==> src/hdl/pgat_pkg.sv <==
package pgat_pkg;

  localparam int unsigned TABLE_DEPTH = 32;
  localparam int unsigned CNT_W       = $clog2(TABLE_DEPTH + 1);
  localparam int unsigned OUT_CNT_W   = 6;

  localparam logic OPC_ADVERTISE = 1'b0;
  localparam logic OPC_SWEEP     = 1'b1;

  localparam logic [1:0] REG_HOLD_TIME = 2'd0;

  typedef enum logic [1:0] {
    TOK_ADV,
    TOK_SWEEP,
    TOK_INS
  } tok_op_e;

  typedef enum logic [1:0] {
    ST_IDLE,
    ST_SCAN,
    ST_INS,
    ST_DONE
  } state_e;

  typedef struct packed {
    logic        opcode;
    logic [31:0] net_addr;
    logic [5:0]  prefix_len;
    logic [31:0] gw_addr;
    logic [15:0] seq;
    logic [31:0] now;
  } in_t;

  typedef struct packed {
    logic                 hit;
    logic                 inserted;
    logic                 full_res;
    logic                 changed;
    logic [OUT_CNT_W-1:0] removed_count;
    logic [OUT_CNT_W-1:0] entry_count;
  } out_t;

  // query beat passed from cell to cell
  typedef struct packed {
    logic             valid;
    tok_op_e          op;
    logic [31:0]      net;
    logic [5:0]       pfx;
    logic [31:0]      gw;
    logic [15:0]      seq;
    logic [31:0]      expiry;
    logic [31:0]      now;
    logic             found;
    logic             placed;
    logic [CNT_W-1:0] removed;
    logic [CNT_W-1:0] cnt;
  } tok_t;

endpackage

==> src/hdl/pgat_cell.sv <==
module pgat_cell (
  input  logic          clk_i,
  input  logic          rst_ni,
  input  pgat_pkg::tok_t tok_i,
  output pgat_pkg::tok_t tok_o
);

  logic        valid_q, valid_d;
  logic [31:0] net_q;
  logic [5:0]  pfx_q;
  logic [31:0] gw_q;
  logic [15:0] seq_q;
  logic [31:0] expiry_q;

  pgat_pkg::tok_t tok_q, tok_d;
  logic match, refresh, fill, kill;

  assign match = valid_q && (net_q == tok_i.net) && (gw_q == tok_i.gw) && (pfx_q == tok_i.pfx);

  always_comb begin
    tok_d   = tok_i;
    refresh = 1'b0;
    fill    = 1'b0;
    kill    = 1'b0;
    if (tok_i.valid) begin
      case (tok_i.op)
        pgat_pkg::TOK_ADV: begin
          if (match && !tok_i.found) begin
            refresh     = 1'b1;
            tok_d.found = 1'b1;
          end
        end
        pgat_pkg::TOK_INS: begin
          if (!valid_q && !tok_i.placed) begin
            fill         = 1'b1;
            tok_d.placed = 1'b1;
          end
        end
        pgat_pkg::TOK_SWEEP: begin
          if (valid_q && (expiry_q < tok_i.now)) begin
            kill          = 1'b1;
            tok_d.removed = tok_i.removed + pgat_pkg::CNT_W'(1);
          end
        end
        default: ;
      endcase
    end
    valid_d   = (valid_q && !kill) || fill;
    tok_d.cnt = tok_i.cnt + pgat_pkg::CNT_W'(valid_d);
  end

  always_ff @(posedge clk_i or negedge rst_ni) begin
    if (!rst_ni) begin
      valid_q <= 1'b0;
      tok_q   <= '0;
    end else begin
      valid_q <= valid_d;
      tok_q   <= tok_d;
    end
  end

  always_ff @(posedge clk_i) begin
    if (fill) begin
      net_q <= tok_i.net;
      pfx_q <= tok_i.pfx;
      gw_q  <= tok_i.gw;
    end
    if (fill || refresh) begin
      seq_q    <= tok_i.seq;
      expiry_q <= tok_i.expiry;
    end
  end

  assign tok_o = tok_q;

endmodule

==> config.mk <==
export PLATFORM = sky130hd
export DESIGN_NAME = pgat_cell
export DESIGN_NICKNAME = d
export VERILOG_FILES = /design/src/hdl/pgat_pkg.sv /design/src/hdl/pgat_cell.sv
export SDC_FILE = /design/constraint.sdc
export NUM_CORES = 1
export LEC_CHECK = 0
export CAP_MARGIN = 20
export CORE_MARGIN = 1.5
export CORE_UTILIZATION = 35
export CTS_CLUSTER_SIZE = 8
export DETAILED_ROUTE_END_ITERATION = 10
export DONT_BUFFER_PORTS = 1
export HOLD_SLACK_MARGIN = 0.08
export SLEW_MARGIN = 10
export SYNTH_ARGS = -nofsm -noshare
export SYNTH_HDL_FRONTEND = slang
export SYNTH_SLANG_ARGS = --single-unit
==> constraint.sdc <==
create_clock -name clk_i -period 6.25 [get_ports clk_i]
set_input_delay 0.625 -clock clk_i [delete_from_list [all_inputs] [get_ports clk_i]]
set_output_delay 0.625 -clock clk_i [all_outputs]
set_load 0.01 [all_outputs]
After elaboration in Yosys (flattened, before gate mapping)
Cells that the tools add are included.
{"block": "classes", "addsub": 2, "magnitude_cmp": 1, "eq_ne": 5, "n_mux": 16, "reduce_logical": 14}
{"operator": "32-bit equality test", "count": 2}
{"operator": "32-bit less-than comparator", "count": 1}
{"operator": "1-bit 2-to-1 mux", "count": 13}
{"operator": "6-bit 2-to-1 mux", "count": 2}
{"operator": "8-bit 2-to-1 mux", "count": 1}
{"operator": "1-bit logical AND", "count": 7}
{"operator": "6-bit by 1-bit adder with 6-bit output", "count": 1}
{"operator": "6-bit by 1-bit adder with 6-bit output, second input constant", "count": 1}
{"operator": "6-bit equality test", "count": 1}
{"operator": "1-bit logical NOT", "count": 4}
{"operator": "2-bit by 1-bit equality test with 1-bit output, second input constant", "count": 1}
{"operator": "2-bit equality test, second input constant", "count": 1}
{"operator": "2-bit logical NOT", "count": 1}
{"operator": "1-bit logical OR", "count": 2}
{"block": "totals", "reg_bits": 270, "inputBits": 169, "output_inout_bits": 167, "elab_cells": 55}

Depth between registers and ports, before layout
{"block": "logic_depth", "depth_word": 9, "mapped_depth": 12, "ltp_nobuf": 12}

Worst setup path after synthesis
Ideal clock, no wire load.
{"block": "synth_timing", "kind": "input port to flip-flop", "startpoint": "input port tok_i[96] in the netlist's numbering", "endpoint": "register expiry_q[0], enable pin", "setup_ns": 0.466, "arrival_time_ns": 3.716, "t_required_ns": 5.784, "setup_slack_ns": 2.068, "cell_stages": 6, "path_buffers": 0, "path_cell_list": "inv_1 > a221oi_1 > o2111ai_1 > nor4_1 > nand3_1 > o21ai_0"}
{"block": "synth_between", "elab_chain_len": 8}
{"item": "from (decl)", "line": "pgat_cell.sv:4", "source": "input pgat_pkg::tok_t tok_i,"}
{"item": "32-bit equality test", "line": "pgat_cell.sv:18", "source": "assign match = valid_q && (net_q == tok_i.net) && (gw_q == tok_i.gw) && (pfx_q == tok_i.pfx);"}
{"item": "1-bit logical AND (2 in series)", "line": "pgat_cell.sv:18"}
{"item": "1-bit logical AND", "line": "pgat_cell.sv:28", "source": "if (match && !tok_i.found) begin"}
{"item": "1-bit 2-to-1 mux", "line": "pgat_cell.sv:28"}
{"item": "1-bit 2-to-1 mux", "line": "pgat_cell.sv:26", "source": "case (tok_i.op)"}
{"item": "1-bit 2-to-1 mux", "line": "pgat_cell.sv:25", "source": "if (tok_i.valid) begin"}
{"item": "1-bit logical OR", "line": "pgat_cell.sv:68", "source": "if (fill || refresh) begin"}
{"item": "to (signal assigned)", "line": "pgat_cell.sv:70", "source": "expiry_q <= tok_i.expiry;"}
{"item": "to (decl)", "line": "pgat_cell.sv:13", "source": "logic [31:0] expiry_q;"}
No other way between the ends.
A chain may end at the register's enable or synchronous reset.

==> run metrics <==
H-tree depth=2; Seq/Total Area, Yosys=roughly four fifths; Synth area leaders=dfrtp_1 46%, edfxtp_1 34%, ha_1 4.7%; post-synthesis xor/xnor area fraction=a little under 6%; setup violation total in the final timing report=0; initial antenna violation count=1; share of the synthesized area in the top cell type=between 40 and 50%; Starting Density=roughly 36%; die height=164 µm; DR WL/cell=21.6 µm; fin util=between 40% and 50%; Synth Warn #=0; Power Density=374 nW/µm²; post-synthesis compound-gate area fraction=between 3 and 4%; Routability Congestion=0.846; maximum VDD drop=roughly 0.0002 V; WP buf/inv=0; Worst R2R Setup Slack=3180 ps; initial DRC count=274; P_leak=roughly 0.0044 µW; Psw=just over 800 µW; Reg power frac=about half; Max clock buf depth=3; Final ANT Viol Nets=0; I/O Buffers=0; Post-Syn Nets=723; Rel. slew slack=31.8%; CTS tree=built; r2r worst-path depth=10; Yosys reg bits=270; Sw Share=between 20% and 30%; most used cell, CP=ha_1; WHS Path Cells=0; mux cell area share after synthesis=less than 1%; hpwl dp=between 10 and 15 mm; # IOs=between 300 and 400; Post-route DRC=0; Vias/cell=4.88; Post-synth EDFFs=~100; status=complete, no violations; Distinct cells, synth=38; Achievable Freq=326 MHz; RSZ-0062 raised after global routing=no; clock-pin slew on the worst setup and hold paths=around 50 ps; vias in the first global route=4961; Clock Latency Late Sink=500 ps; Adder-Cell Fraction of Synth Area=approximately 4.7%; Core ar.=~25000 µm²; largest family of logic cells by synthesized area=XOR/XNOR gates; Chip Width=around 160 µm; fin nets=between 700 and 800; Synth top cells by count=168 x dfrtp_1, 102 x edfxtp_1, 51 x inv_1; Period minus WS final=approximately 3100 ps; Yosys top cell by area=dfrtp_1; std cell rows=58; area grow syn2layout=17.4%; total stage count of the critical path=10; total CTS buffers=39; Clk network pwr share=47.5%; diode count=0; fraction of registers with async set/reset=62.2%; Startpoint Class=flip-flop; Worst path top cell family by delay=compound AO/OA/AOI/OAI gates; first-pass detailed-route iteration total=4; largest net degree at the start of global routing=169; via count=between 4000 and 5000; crit path max-delay cell type=o311a_2; final total negative setup slack=0 ps; CP Capture Type=flip-flop; Post-Syn Area=9120 µm²; fraction of layout cells with a size suffix above 1=between 8 and 9%; Slew Viols, Final=0; total track usage=between 10 and 15%; CP Class=flip-flop to flip-flop; crit-path max FO=7; Setup Skew=between 10 and 15 ps; Max Cap Viol=0; GRT Residual Overflow=0; CP required=6630 ps; die area=between 20000 and 30000 µm²; most frequent cell after synthesis=dfrtp_1; Combinational Power Share=under 10%; critical path cell sequence=ha_1 > nand4_1 > o311a_2 > o41ai_4 > a31oi_4 > o21ai_0 > ha_1 > and3_1 > nand3_1 > xnor2_1; CTS Root Cell=clkbuf_16; Simple-Gate Fraction of Synth Area=between 3 and 4%; final hold vios=0; Post-Syn Instances=between 500 and 600; DRT Wirelength=19.9 mm; top_reg_cell synth=dfrtp_1; total clock sinks=270; Avg Synthesized Cell Area=between 15 and 20 µm²; Final period util=49.1%; first-pass GRT wire length=~28 mm; data arrival time of the critical path=between 3000 and 4000 ps; Hold WC Path Type=primary input to flip-flop; P_int=between 3000 and 4000 µW; Worst path max stage delay=between 400 and 500 ps; Slew @ Worst Pin=1020 ps
==> worst paths after layout <==
path                                       start                   end
max in group asynchronous                 rst_ni  tok_o[152]$_DFF_PN0_
min reg2reg                    valid_q$_DFF_PN0_     valid_q$_DFF_PN0_
min in group asynchronous                 rst_ni   tok_o[36]$_DFF_PN0_
min                                    tok_i[74]   tok_o[74]$_DFF_PN0_
max                        expiry_q[7]$_DFFE_PP_    tok_o[5]$_DFF_PN0_
max reg2reg                expiry_q[7]$_DFFE_PP_    tok_o[5]$_DFF_PN0_
==> layout make-up <==
type                            count  area (µm²)
Sequential cell                   270        7270
Timing Repair Buffer                2        35.0
Inverter                           51         191
Fill cell                        2283       14700
Clock buffer                       68        1130
Multi-Input combinational cell    199        1670
Tap cell                          330         413
==> cell families after synthesis <==
group                      after synthesis
DFF                                    270
xor gates and xnor gates                61
and+or+nand+nor                         58
buffers and inverters                   51
AOI/OAI and AO/OA                       45
adders and majority gates               34
muxes                                    1
==> state kept, by name, summed over array words and instances (netlist names) <==
register / flops
pfx_q: 6
net_q: 32
gw_q: 32
tok_o: 167
valid_q: 1
expiry_q: 32
==> power groups by stage <==
stage | clock network [µW] | logic, µW | registers [µW]
CTS | 1950 | 117 | 1990
global route | 2030 | 129 | 2000
finish | 1900 | 113 | 1990
global placement | 0 | 88.5 | 2020
floorplan | 0 | 68.4 | 2010
detailed placement | 0 | 91.8 | 2020
==> stage by stage <==
stage | hold WS (ps) | worst slack [ps] | instances | power (µW) | instance area (µm²)
final | 152 | 3180 | 920 | 4000 | 10700
after global routing | 121 | 2930 | 920 | 4160 | 10700
after CTS | 127 | 3030 | 920 | 4060 | 10700
after detailed placement | 333 | 2790 | 851 | 2110 | 9550
after global placement | 333 | 2900 | 851 | 2110 | 9550
after floorplan | 329 | 2070 | 520 | 2080 | 9120
==> placed cells by master, fill, tap and decap left out, drive strengths merged <==
cell	synthesis	routed
edfxtp	102	102
nor2	2	2
a21o	3	3
or2	1	1
or3	1	1
ha	34	34
o311a	1	1
and3	1	1
buf	0	2
nand4	14	14
nor2b	1	1
inv	51	51
and2b	1	1
xor2	38	38
nand3	9	9
o21ai	5	5
clkbuf	0	68
nand2b	4	4
xnor2	23	23
a222oi	1	1
nor3	2	2
a22oi	1	1
o2111ai	2	2
o22ai	6	6
a211o	1	1
nand2	6	6
o2bb2ai	3	3
o41ai	1	1
dfrtp	168	168
a21oi	13	13
nor4	12	12
a211oi	1	1
a221o	2	2
nand4b	1	1
a221oi	3	3
and4	3	3
mux2	1	1
a31oi	2	2
==> what timing repair did <==
action | CTS | global route
hold buffers | 1 | 0
hold endpoints to repair | 168 | 0
buffers inserted | 0 | 0
gates resized for setup | 0 | 0
==> metal layers <==
layer	wire, µm	GRT usage (%)
met1	7000	15.0
met2	9890	24.6
met3	2430	6.25
met4	525	5.61
met5	13	0
Power figures use the tool's default switching activity.
